$ cat config.mk
export PLATFORM = sky130hd
export DESIGN_NAME = magnetometer_calibrate_heading
export DESIGN_NICKNAME = d
export VERILOG_FILES = /design/src/rtl/core/mch_pkg.sv /design/src/rtl/core/magnetometer_calibrate_heading.sv /design/src/rtl/core/mch_lane.sv /design/src/rtl/core/mch_heading.sv
export SDC_FILE = /design/constraint.sdc
export NUM_CORES = 2
export LEC_CHECK = 0
export ABC_AREA = 0
export BUFFER_PORTS_ARGS = -buffer_cell sky130_fd_sc_hd__buf_2
export CELL_PAD_IN_SITES_DETAIL_PLACEMENT = 1
export CELL_PAD_IN_SITES_GLOBAL_PLACEMENT = 2
export CORE_UTILIZATION = 42
export CTS_CLUSTER_SIZE = 30
export DETAILED_ROUTE_END_ITERATION = 6
export MAX_ROUTING_LAYER = met4
export PLACE_DENSITY = 0.86
export SLEW_MARGIN = 20
export SYNTH_ARGS = -nofsm -noshare
export SYNTH_HDL_FRONTEND = slang
export SYNTH_SLANG_ARGS = --single-unit
$ cat constraint.sdc
create_clock -name clk -period 9.3 [get_ports clk]
set_input_delay 1.86 -clock clk [delete_from_list [all_inputs] [get_ports clk]]
set_output_delay 1.86 -clock clk [all_outputs]
set_load 0.05 [all_outputs]
$ cat src/rtl/core/mch_pkg.sv
// Shared types, constants and the CORDIC angle table for the magnetometer
// calibration and heading block. No dependencies.
`timescale 1ns / 1ps

package mch_pkg;

  localparam int SAMPLE_W        = 16;
  localparam int SCALE_FRAC_BITS = 14;
  localparam int SCALE_W         = SCALE_FRAC_BITS + 2;
  localparam int SPAN_W          = 16;
  localparam int SUM_W           = SPAN_W + 2;
  localparam int DEN_W           = SPAN_W + 2;
  localparam int NUM_W           = SUM_W + SCALE_FRAC_BITS;
  localparam int DCNT_W          = $clog2(NUM_W + 1);
  localparam int DIFF_W          = SAMPLE_W + 1;
  localparam int PROD_W          = SPAN_W + SCALE_W;
  localparam int SHIFT_W         = PROD_W - SCALE_FRAC_BITS;
  localparam int CORDIC_STEPS    = 16;
  localparam int STEP_W          = $clog2(CORDIC_STEPS + 1);
  localparam int IDX_W           = 5;
  localparam int CW              = 28;
  localparam int ZW              = 26;
  localparam int DEG_W           = 9;
  localparam int NUM_LANES       = 3;

  localparam logic [SCALE_W-1:0] SCALE_ONE = SCALE_W'(1) << SCALE_FRAC_BITS;
  localparam logic [SCALE_W-1:0] SCALE_TOP = '1;

  localparam logic [1:0] OP_START   = 2'd0;
  localparam logic [1:0] OP_TRACK   = 2'd1;
  localparam logic [1:0] OP_COMMIT  = 2'd2;
  localparam logic [1:0] OP_MEASURE = 2'd3;

  localparam logic [1:0] ST_OK        = 2'd0;
  localparam logic [1:0] ST_ZERO_SPAN = 2'd1;
  localparam logic [1:0] ST_SAT       = 2'd2;

  typedef struct packed {
    logic [1:0]                 opcode;
    logic signed [SAMPLE_W-1:0] sample_x;
    logic signed [SAMPLE_W-1:0] sample_y;
    logic signed [SAMPLE_W-1:0] sample_z;
  } mch_in_t;

  typedef struct packed {
    logic signed [SAMPLE_W-1:0] corrected_x;
    logic signed [SAMPLE_W-1:0] corrected_y;
    logic signed [SAMPLE_W-1:0] corrected_z;
    logic [DEG_W-1:0]           azimuth_deg;
    logic [1:0]                 status;
  } mch_out_t;

  typedef struct packed {
    logic clear;
    logic track;
    logic commit;
    logic measure;
  } lane_cmd_t;

  typedef struct packed {
    logic div_busy;
    logic zero_span;
    logic sat;
  } lane_stat_t;

  // atan(2^-i) in 1/65536 degree, rounded
  function automatic logic [ZW-1:0] cordic_angle(input logic [IDX_W-1:0] i);
    logic [ZW-1:0] a;
    unique case (i)
      5'd0:  a = ZW'(2949120);
      5'd1:  a = ZW'(1740967);
      5'd2:  a = ZW'(919879);
      5'd3:  a = ZW'(466945);
      5'd4:  a = ZW'(234379);
      5'd5:  a = ZW'(117304);
      5'd6:  a = ZW'(58666);
      5'd7:  a = ZW'(29335);
      5'd8:  a = ZW'(14668);
      5'd9:  a = ZW'(7334);
      5'd10: a = ZW'(3667);
      5'd11: a = ZW'(1833);
      5'd12: a = ZW'(917);
      5'd13: a = ZW'(458);
      5'd14: a = ZW'(229);
      5'd15: a = ZW'(115);
      5'd16: a = ZW'(57);
      5'd17: a = ZW'(29);
      5'd18: a = ZW'(14);
      5'd19: a = ZW'(7);
      5'd20: a = ZW'(4);
      5'd21: a = ZW'(2);
      5'd22: a = ZW'(1);
      default: a = '0;
    endcase
    return a;
  endfunction

endpackage

$ cat src/rtl/core/magnetometer_calibrate_heading.sv
// Start and track take no further steps; commit runs the 32-step scale divider
// (skipped when every span is zero); measure runs difference, multiply, 16 CORDIC
// steps and degree conversion. One request at a time; the next is taken once the
// result sits in the output register.
// Synchronous reset sets trackers to int16 extremes, offsets 0, scales one.
`timescale 1ns / 1ps

module magnetometer_calibrate_heading import mch_pkg::*; (
  input  logic     clk,
  input  logic     rst,
  input  logic     in_valid,
  output logic     in_ready,
  input  mch_in_t  in_data,
  output logic     out_valid,
  input  logic     out_ready,
  output mch_out_t out_data
);

  localparam logic [2:0] S_IDLE = 3'd0;
  localparam logic [2:0] S_MUL1 = 3'd1;
  localparam logic [2:0] S_MUL2 = 3'd2;
  localparam logic [2:0] S_DIV  = 3'd3;
  localparam logic [2:0] S_HEAD = 3'd4;
  localparam logic [2:0] S_DONE = 3'd5;

  logic [2:0]       state;
  logic [1:0]       op;
  logic             acc;
  lane_cmd_t        cmd;
  logic signed [SAMPLE_W-1:0] samples [NUM_LANES];
  logic signed [SAMPLE_W-1:0] corr    [NUM_LANES];
  logic [SPAN_W-1:0] spans [NUM_LANES];
  lane_stat_t       stats [NUM_LANES];
  logic [SUM_W-1:0] span_sum;
  logic             hd_busy, hd_start;
  logic [DEG_W-1:0] deg;
  logic             any_busy, any_zero, any_sat;
  mch_out_t         result;

  assign in_ready = (state == S_IDLE);
  assign acc      = in_valid && in_ready;
  assign cmd.clear   = acc && (in_data.opcode == OP_START);
  assign cmd.track   = acc && (in_data.opcode == OP_TRACK);
  assign cmd.commit  = acc && (in_data.opcode == OP_COMMIT);
  assign cmd.measure = acc && (in_data.opcode == OP_MEASURE);

  assign samples[0] = in_data.sample_x;
  assign samples[1] = in_data.sample_y;
  assign samples[2] = in_data.sample_z;
  assign span_sum = SUM_W'(spans[0]) + SUM_W'(spans[1]) + SUM_W'(spans[2]);

  for (genvar i = 0; i < NUM_LANES; i++) begin : g_lane
    mch_lane u_lane (
      .clk      (clk),
      .rst      (rst),
      .cmd      (cmd),
      .sample   (samples[i]),
      .span_sum (span_sum),
      .span     (spans[i]),
      .corr     (corr[i]),
      .stat     (stats[i])
    );
  end

  assign any_busy = stats[0].div_busy | stats[1].div_busy | stats[2].div_busy;
  assign any_zero = stats[0].zero_span | stats[1].zero_span | stats[2].zero_span;
  assign any_sat  = stats[0].sat | stats[1].sat | stats[2].sat;
  assign hd_start = (state == S_MUL2);

  mch_heading u_heading (
    .clk   (clk),
    .rst   (rst),
    .start (hd_start),
    .x_in  (corr[0]),
    .y_in  (corr[1]),
    .busy  (hd_busy),
    .deg   (deg)
  );

  always_comb begin
    result = '0;
    unique case (op)
      OP_COMMIT:  result.status = any_zero ? ST_ZERO_SPAN : ST_OK;
      OP_MEASURE: begin
        result.corrected_x = corr[0];
        result.corrected_y = corr[1];
        result.corrected_z = corr[2];
        result.azimuth_deg = deg;
        result.status      = any_sat ? ST_SAT : ST_OK;
      end
      default: result = '0;
    endcase
  end

  always_ff @(posedge clk) begin
    if (rst) begin
      state     <= S_IDLE;
      out_valid <= 1'b0;
    end else begin
      if (out_valid && out_ready && state != S_DONE) out_valid <= 1'b0;
      unique case (state)
        S_IDLE: if (acc) begin
          op <= in_data.opcode;
          priority if (in_data.opcode == OP_MEASURE) state <= S_MUL1;
          else if (in_data.opcode == OP_COMMIT) state <= S_DIV;
          else state <= S_DONE;
        end
        S_MUL1: state <= S_MUL2;
        S_MUL2: state <= S_HEAD;
        S_DIV:  if (!any_busy) state <= S_DONE;
        S_HEAD: if (!hd_busy) state <= S_DONE;
        S_DONE: if (!out_valid || out_ready) begin
          out_valid <= 1'b1;
          out_data  <= result;
          state     <= S_IDLE;
        end
        default: state <= S_IDLE;
      endcase
    end
  end

`ifndef SYNTHESIS
  a_div_only_in_div: assert property (@(posedge clk) disable iff (rst)
    any_busy |-> (state == S_DIV))
    else $error("scale divider busy outside commit");
  a_head_idle: assert property (@(posedge clk) disable iff (rst)
    (state == S_IDLE) |-> !hd_busy)
    else $error("heading unit busy while idle");
  a_az_range: assert property (@(posedge clk) disable iff (rst)
    out_valid |-> (out_data.azimuth_deg < DEG_W'(360)) && (out_data.status != 2'd3))
    else $error("result out of range");
`endif

endmodule

$ cat src/rtl/core/mch_lane.sv
// One axis lane: min/max tracking, offset and scale store, serial scale
// divider and the measure multiply with saturation. Uses mch_pkg.
`timescale 1ns / 1ps

module mch_lane import mch_pkg::*; (
  input  logic                       clk,
  input  logic                       rst,
  input  lane_cmd_t                  cmd,
  input  logic signed [SAMPLE_W-1:0] sample,
  input  logic [SUM_W-1:0]           span_sum,
  output logic [SPAN_W-1:0]          span,
  output logic signed [SAMPLE_W-1:0] corr,
  output lane_stat_t                 stat
);

  logic signed [SAMPLE_W-1:0] min_seen, max_seen, axis_offset;
  logic [SCALE_W-1:0]         axis_scale;
  logic signed [DIFF_W-1:0]   span_s, pair_sum, pair_adj, diff, diff_in;
  logic [DEN_W-1:0]           den;
  logic [DEN_W-1:0]           rem;
  logic [DEN_W:0]             rem_s;
  logic [NUM_W-1:0]           num;
  logic                       ge;
  logic [DCNT_W-1:0]          dcnt;
  logic                       div_busy, zero_span;
  logic [SPAN_W-1:0]          abs_d;
  logic [PROD_W-1:0]          prod;
  logic                       neg;
  logic [SHIFT_W-1:0]         shifted;
  logic [SPAN_W:0]            mag;

  assign span_s = DIFF_W'(max_seen) - DIFF_W'(min_seen);
  assign span   = span_s[DIFF_W-1] ? '0 : span_s[SPAN_W-1:0];
  assign pair_sum = DIFF_W'(min_seen) + DIFF_W'(max_seen);
  // +1 on negatives so the halving truncates toward zero
  assign pair_adj = pair_sum + DIFF_W'(pair_sum[DIFF_W-1]);
  assign den      = DEN_W'({span, 1'b0}) + DEN_W'(span);

  assign rem_s = {rem, num[NUM_W-1]};
  assign ge    = rem_s >= (DEN_W+1)'(den);

  always_ff @(posedge clk) begin
    if (rst || cmd.clear) begin
      min_seen    <= 16'sh7fff;
      max_seen    <= 16'sh8000;
      axis_offset <= '0;
      axis_scale  <= SCALE_ONE;
      div_busy    <= 1'b0;
      zero_span   <= 1'b0;
      dcnt        <= '0;
    end else if (cmd.track) begin
      if (sample < min_seen) min_seen <= sample;
      if (sample > max_seen) max_seen <= sample;
    end else if (cmd.commit) begin
      axis_offset <= pair_adj[DIFF_W-1:1];
      zero_span   <= (span == '0);
      if (span == '0) axis_scale <= SCALE_ONE;
      else div_busy <= 1'b1;
      rem  <= '0;
      num  <= NUM_W'(span_sum) << SCALE_FRAC_BITS;
      dcnt <= '0;
    end else if (div_busy) begin
      rem  <= ge ? DEN_W'(rem_s - (DEN_W+1)'(den)) : rem_s[DEN_W-1:0];
      num  <= {num[NUM_W-2:0], ge};
      dcnt <= dcnt + 1'b1;
      if (dcnt == DCNT_W'(NUM_W - 1)) begin
        div_busy <= 1'b0;
        if (num[NUM_W-2:SCALE_W-1] != '0) axis_scale <= SCALE_TOP;
        else axis_scale <= {num[SCALE_W-2:0], ge};
      end
    end
  end

  // measure: difference at accept, product in the cycle after
  assign diff_in = DIFF_W'(sample) - DIFF_W'(axis_offset);

  always_ff @(posedge clk) begin
    if (cmd.measure) diff <= diff_in;
    neg  <= diff[DIFF_W-1];
    prod <= PROD_W'(abs_d) * PROD_W'(axis_scale);
  end

  assign abs_d   = diff[DIFF_W-1] ? SPAN_W'(-diff) : diff[SPAN_W-1:0];
  assign shifted = prod[PROD_W-1:SCALE_FRAC_BITS];
  assign mag     = (shifted > SHIFT_W'(65536)) ? 17'h10000 : shifted[SPAN_W:0];

  always_comb begin
    stat.div_busy  = div_busy;
    stat.zero_span = zero_span;
    stat.sat = 1'b0;
    if (neg) begin
      if (mag > 17'h08000) begin
        corr = 16'sh8000;
        stat.sat = 1'b1;
      end else begin
        corr = SAMPLE_W'(-mag);
      end
    end else begin
      if (mag > 17'h07fff) begin
        corr = 16'sh7fff;
        stat.sat = 1'b1;
      end else begin
        corr = mag[SAMPLE_W-1:0];
      end
    end
  end

endmodule

$ cat src/rtl/core/mch_heading.sv
// Merging stage: iterative CORDIC vectoring on corrected x and y, one
// rotation per cycle, giving the heading in whole degrees. Uses mch_pkg.
`timescale 1ns / 1ps

module mch_heading import mch_pkg::*; (
  input  logic                       clk,
  input  logic                       rst,
  input  logic                       start,
  input  logic signed [SAMPLE_W-1:0] x_in,
  input  logic signed [SAMPLE_W-1:0] y_in,
  output logic                       busy,
  output logic [DEG_W-1:0]           deg
);

  logic signed [CW-1:0] x, y, xs, ys, x0, y0;
  logic signed [ZW-1:0] z, a, base, ang;
  logic [STEP_W-1:0]    cnt;
  logic                 special;
  logic [DEG_W-1:0]     special_deg;
  logic signed [DEG_W+1:0] q, q_fix;

  assign x0  = CW'(x_in) <<< 8;
  assign y0  = CW'(y_in) <<< 8;
  assign xs  = x >>> cnt;
  assign ys  = y >>> cnt;
  assign ang = cordic_angle(IDX_W'(cnt));

  assign a = base + z;
  always_comb begin
    if (a[ZW-1]) q = -(DEG_W+2)'((-a) >>> 16);
    else q = (DEG_W+2)'(a >>> 16);
    q_fix = q;
    if (q[DEG_W+1]) q_fix = q + (DEG_W+2)'(360);
    else if (q >= (DEG_W+2)'(360)) q_fix = q - (DEG_W+2)'(360);
  end

  always_ff @(posedge clk) begin
    if (rst) begin
      busy <= 1'b0;
      cnt  <= '0;
    end else if (start) begin
      busy <= 1'b1;
      cnt  <= '0;
      z    <= '0;
      special <= (y_in == '0) || (x_in == '0);
      if (y_in == '0) special_deg <= x_in[SAMPLE_W-1] ? DEG_W'(180) : '0;
      else special_deg <= y_in[SAMPLE_W-1] ? DEG_W'(270) : DEG_W'(90);
      // fold left half plane by 180 degrees
      if (x_in[SAMPLE_W-1]) begin
        x    <= -x0;
        y    <= -y0;
        base <= y_in[SAMPLE_W-1] ? -ZW'(180 * 65536) : ZW'(180 * 65536);
      end else begin
        x    <= x0;
        y    <= y0;
        base <= '0;
      end
    end else if (busy) begin
      if (cnt == STEP_W'(CORDIC_STEPS)) begin
        busy <= 1'b0;
        deg  <= special ? special_deg : q_fix[DEG_W-1:0];
      end else begin
        cnt <= cnt + 1'b1;
        if (!y[CW-1]) begin
          x <= x + ys;
          y <= y - xs;
          z <= z + ang;
        end else begin
          x <= x - ys;
          y <= y + xs;
          z <= z - ang;
        end
      end
    end
  end

endmodule
# Yosys cells after proc, flatten, opt, wreduce, memory -nomap -nowiden
# Memories as Yosys holds them, arrays and structs flattened. A register that Yosys moved wholly into a read port is not among the register bits.
# Index checks and enable logic that the tools add are counted.
# word_totals
ff_bits	714
mem_bits_ro	704
input_bits	54
output_inout_bits	61
elab_cells	327
memories	1
# classes
n_addsub	43
multipliers	3
magnitude_cmp	19
n_eq_ne	26
n_shift	2
n_mux	111
bitwise	11
reduce_logical	55
# memory_table
name	depth	width	rd	rd_ports_with_merged_regs	wr	line	text
(name not given)	32	22	1	1	0	mch_pkg.sv:69	unique case (i)
# ops
op	count
two-way mux 16 bit	30
two-way mux 28 bit	10
two-way mux 32 bit	6
two-way mux 18 bit	6
two-way mux 26 bit	4
subtractor 16 x 16 -> 17 bit	6
multiplier 16 x 16 -> 32 bit	3
negator 16 bit	6
zero test 16 bit	5
adder 17 x 16 -> 18 bit	4
adder 16 x 16 -> 17 bit	4
greater-or-equal comparator 19 x 18 -> 1 bit	3
adder 28 bit	2
negator 24 -> 28 bit	2
>>> shifter 28 x 5 -> 28 bit	2
subtractor 28 bit	2
> comparator 18 x 17 -> 1 bit, second input constant	3
subtractor 18 bit	3
adder 26 bit	2
adder 17 x 1 -> 17 bit	3
> comparator 17 x 15 -> 1 bit, second input constant	3
> comparator 17 x 16 -> 1 bit, second input constant	3
two-way mux 17 bit	3
> comparator 16 bit	3
42 further kinds	152

# Depth between registers and ports, before layout
# depth
word_depth	9
ltp_mapped	36
mapped_depth_nobuf	35

# Cells and area by module
# A second synthesis with hierarchy kept.
# unflattened
hier_cells	8860
hier_area_um2	78698.0
# by_module_without_submodules
mod	n_inst	cells_per_inst	area_per_inst_um2
mch_lane at g_lane[1].u_lane	1	2265	19731.4
mch_lane at g_lane[2].u_lane	1	2231	19640.1
mch_lane at g_lane[0].u_lane	1	2236	19611.3
mch_heading	1	1829	16061.7
magnetometer_calibrate_heading	1	299	3653.5

# Least setup slack after synthesis
# Ideal clock, no wire load.
# synth_timing
path_kind	register -> register
from	reg g_lane[0].u_lane.diff[0]
to	reg g_lane[0].u_lane.prod[31]
t_arrival_ps	7360
setup_slack_ps	1822
path_stages_with_launch	32
n_path_buf	2
path_cell_list	edfxtp_1 -> clkbuf_1 -> inv_1 -> ha_1 -> nand2b_1 -> nand2b_1 -> nand2b_1 -> o31ai_1 -> xnor2_1 -> clkbuf_1 -> nand2_1 -> fa_1 -> fa_1 -> fa_1 -> inv_1 -> fa_1 -> fa_1 -> inv_1 -> fa_1 -> inv_1 -> ha_1 -> o2111ai_1 -> a21o_1 -> a211oi_1 -> nor3_1 -> o31ai_1 -> a2111oi_0 -> nor4b_1 -> o21a_1 -> o21ai_0 -> nand2b_1 -> xnor2_1
# synth_via
elab_chain_len	3
# synth_rtl
element	line	text
start: declaration	mch_lane.sv:18	logic signed [DIFF_W-1:0] span_s, pair_sum, pair_adj, diff, diff_in;
start signal: assignment	mch_lane.sv:78	if (cmd.measure) diff <= diff_in;
negator 16 bit	mch_lane.sv:83	assign abs_d = diff[DIFF_W-1] ? SPAN_W'(-diff) : diff[SPAN_W-1:0];
two-way mux 16 bit (*)	mch_lane.sv:83	
multiplier 16 x 16 -> 32 bit (*)	mch_lane.sv:80	prod <= PROD_W'(abs_d) * PROD_W'(axis_scale);
end signal: assignment	mch_lane.sv:80	
end: declaration	mch_lane.sv:27	logic [PROD_W-1:0] prod;
# Every way passes the cells marked *; elsewhere a longest branch is shown, timed or not.
# A chain may end at the register's enable or synchronous reset.

# Worst setup path in the final report
# layout_timing
from	reg g_lane[1].u_lane.diff[0]
to	reg g_lane[1].u_lane.prod[31]
# layout_via
elab_chain_len	3
# layout_rtl
element	line
start: declaration	mch_lane.sv:18
start signal: assignment	mch_lane.sv:78
negator 16 bit	mch_lane.sv:83
two-way mux 16 bit (*)	mch_lane.sv:83
multiplier 16 x 16 -> 32 bit (*)	mch_lane.sv:80
end signal: assignment	mch_lane.sv:80
end: declaration	mch_lane.sv:27
# Marks and branches as above.

==> results.toml <==
[synth]
synthMuxAreaShare_pct = 4.29
synth_seq_cells = 668
synth_area_um2 = 77200
synth_top_area_share_pct = 15.9
synthFlopType = "edfxtp_1"
yosys_warnings = 0
syn_inst = 8823
synth_fa_ha_area_share_pct = 28.9
synth-xor-area-share_pct = 5.75
synthTopCellsByArea = "fa_1 (16%), edfxtp_1 (14%), ha_1 (13%), dfxtp_1 (7.9%), inv_1 (5.2%)"
yosysUniqueCellTypes = 102
yosys.area.top_type = "fa_1"
synth_edf_count = 363
synth_compound_area_share_pct = 13.6
async_flop_share_pct = 0
syn_nets = 10290
avgSynthCellArea_um2 = 8.75
synthSimpleGateAreaFrac_pct = 18.3
synth_most_common_cell = "inv_1"
ys_seq_area_share_pct = 22.0
synth_top_family_by_area = "adder cells"
synthTopCellsByCount = "inv_1 (1075), nand2_1 (952), ha_1 (801)"

[worst_setup_path]
critical_path_required_ps = 9950
cp_top_family = "adder cells"
cpPeakStageDelay_ps = 600
crit_slowest_cell = "edfxtp_1"
path_common_cell = "fa_1"
crit_buf_inv = 4
ff2ff_setup_slack_ps = 650
r2r_cells = 28
end_kind = "flop"
crit_type = "flop to flop"
r2r_start = "g_lane[1].u_lane.diff[0]$_DFFE_PP_"
worstReg2RegEnd = "g_lane[1].u_lane.prod[31]$_DFF_P_"
startpoint_type = "flop"
cp.arrival_ps = 9290
critPathMaxFanout = 16

[clock_network]
worstSkewPairLatency_ps = 770
root_buffer = "clkbuf_16"
cts_max_level = 3
clockBufferDepth = 3
ctsResizeCount = 0
cts_tree = "built"
cts_hold_buf = 0
cts_setup_buffers = 0
clk_pin_slew_worst_paths_ps = 60
numCtsBuffers = 86
cts_sinks = 668

[cells_and_area]
synthToLayoutAreaGrowth_pct = 7.73
seq_area_um2 = 17000
multi_input_area_um2 = 54700
drive_above_1_share_pct = 6.14
finalNonFillerCells = 11214
layout.nets = 10234
fill_cells = 21331

[routing]
wl_um = 237000
drtPass1Iterations = 5
vias = 63273
wl_per_cell_um = 21.2
remaining_drc_errors = 0
drt-initial-drc-count = 3694
avgViaCountPerCell = 5.64
ant_nets = 0

[grt]
track_usage_pct = 26.2
grt_pass1_vias = 66840
antenna_found_initial = 7
grt_first_pass_wirelength_um = 377000
grt_max_degree = 120
gr-total-overflow = 0

[flow_run]
drv_cap = 0

[floorplanning]
fp-row-count = 156
core-area_um2 = 182000
ios = 115
fp.dieH_um = 431
die_area_um2 = 185000
die_w_um = 431
start_util_pct = 42.5

[placement]
dpl.cell_count = 11049
numPortBuffers = 114
place_hpwl_um = 186000
place_congestion = 0.919

[sta]
setup_viol = 0
maxSlewViolCount = 0
relSlewSlack_pct = 22.5
period_share_pct = 93.0
setup_tns_ps = 0
fmax_mhz = 116
rsz0062_at_grt = "no"
fin_skew_ps = 38.9
fin_crit_ps = 8650
finalHoldViolations = 0
worst_pin_slew_ps = 1160

[pwr]
power_density_nw_per_um2 = 226
power.leakage_uw = 0.0371
vdd_drop_max_uv = 175

[run_status]
outcome = "finished clean"

[worst_hold_path]
worst_hold_path_type = "flop to flop"
min_path_cells = 2
worstHoldStart = "g_lane[2].u_lane.axis_offset[5]$_SDFFE_PP0P_"
worst_hold_path.endpoint = "g_lane[2].u_lane.axis_offset[5]$_SDFFE_PP0P_"
-- sequential cells by signal, indices dropped and copies added, names as in the netlist, 26 cells and up --
name                       flops
g_lane.u_lane.min_seen        48
g_lane.u_lane.diff            51
g_lane.u_lane.axis_scale      48
g_lane.u_lane.max_seen        48
u_heading.z                   26
u_heading.x                   28
g_lane.u_lane.rem             54
out_data                      59
u_heading.y                   28
g_lane.u_lane.num             96
g_lane.u_lane.axis_offset     48
g_lane.u_lane.prod            54
-- routing by layer --
layer / up-vias / track usage (%) / part of all wire [%]
met5: - / - / 0
met4: 0 / 7.32 / 2.8
met3: 308 / 2.36 / 3.4
met2: 1170 / 43.6 / 48
met1: 31999 / 34.0 / 46
li1: 29796 / - / -
-- cells by family after synthesis --
| group | count (synthesis) |
|---|---|
| AOI/OAI and AO/OA | 1615 |
| xor gates and xnor gates | 506 |
| adders and majority gates | 1414 |
| buffers and inverters | 1438 |
| DFF | 668 |
| muxes | 254 |
| and+or+nand+nor | 2928 |
-- tightest hold or removal path, stage by stage, from the launching register on --
cell     delay, ps
dfxtp_1        310
nand2_1         50
a21oi_1         50
-- final cells by class --
cell class / instances / share of cell area [%]
Clock inverter: 47 / 0.680
Clock buffer: 114 / 2.89
Inverter: 1078 / 4.87
Multi-Input combinational cell: 6717 / 65.8
Tap cell: 2370 / 3.57
Timing Repair Buffer: 216 / 1.67
Sequential cell: 668 / 20.5
Antenna cell: 4 / 0.0120
-- worst max-delay path by stage --
stage                                             startpoint                                end  slack, ps  depth (start not counted)
after floorplan           g_lane[0].u_lane.diff[0]$_DFFE_PP_  g_lane[0].u_lane.prod[31]$_DFF_P_       1820                         31
after global placement    g_lane[1].u_lane.diff[0]$_DFFE_PP_  g_lane[1].u_lane.prod[31]$_DFF_P_       1020                         29
after detailed placement  g_lane[1].u_lane.diff[0]$_DFFE_PP_  g_lane[1].u_lane.prod[31]$_DFF_P_        710                         28
after CTS                 g_lane[1].u_lane.diff[0]$_DFFE_PP_  g_lane[1].u_lane.prod[31]$_DFF_P_        650                         28
after global routing      g_lane[1].u_lane.diff[0]$_DFFE_PP_  g_lane[1].u_lane.prod[31]$_DFF_P_        230                         28
final                     g_lane[1].u_lane.diff[0]$_DFFE_PP_  g_lane[1].u_lane.prod[31]$_DFF_P_        650                         28
-- power by group --
part,leakage [uW],internal [uW],total (uW),switching [uW]
clock network,0.00144,2040,3550,1510
logic,0.0298,4300,10700,6360
registers,0.00579,3990,4570,586
-- through the flow --
step	hold slack [ps]	total power (uW)	utilization, %	setup slack [ps]	cell area (um2)
final	452	18800	45.8	655	83100
after global routing	471	20200	45.8	232	83100
after floorplan	343	12400	-	1820	77200
after global placement	440	14800	44.1	1020	80100
after detailed placement	446	15200	44.2	707	80100
after CTS	453	18800	45.8	652	83100
-- placed cells by master (no fill, tap or decap), drive strengths merged, types with 216 or more instances in the layout --
master / count
inv: 1085
nand2: 952
ha: 801
nor2: 677
fa: 612
a21oi: 464
and2: 384
edfxtp: 363
xnor2: 343
dfxtp: 305
o21ai: 304
buf: 216
Power figures use the tool's default switching activity.
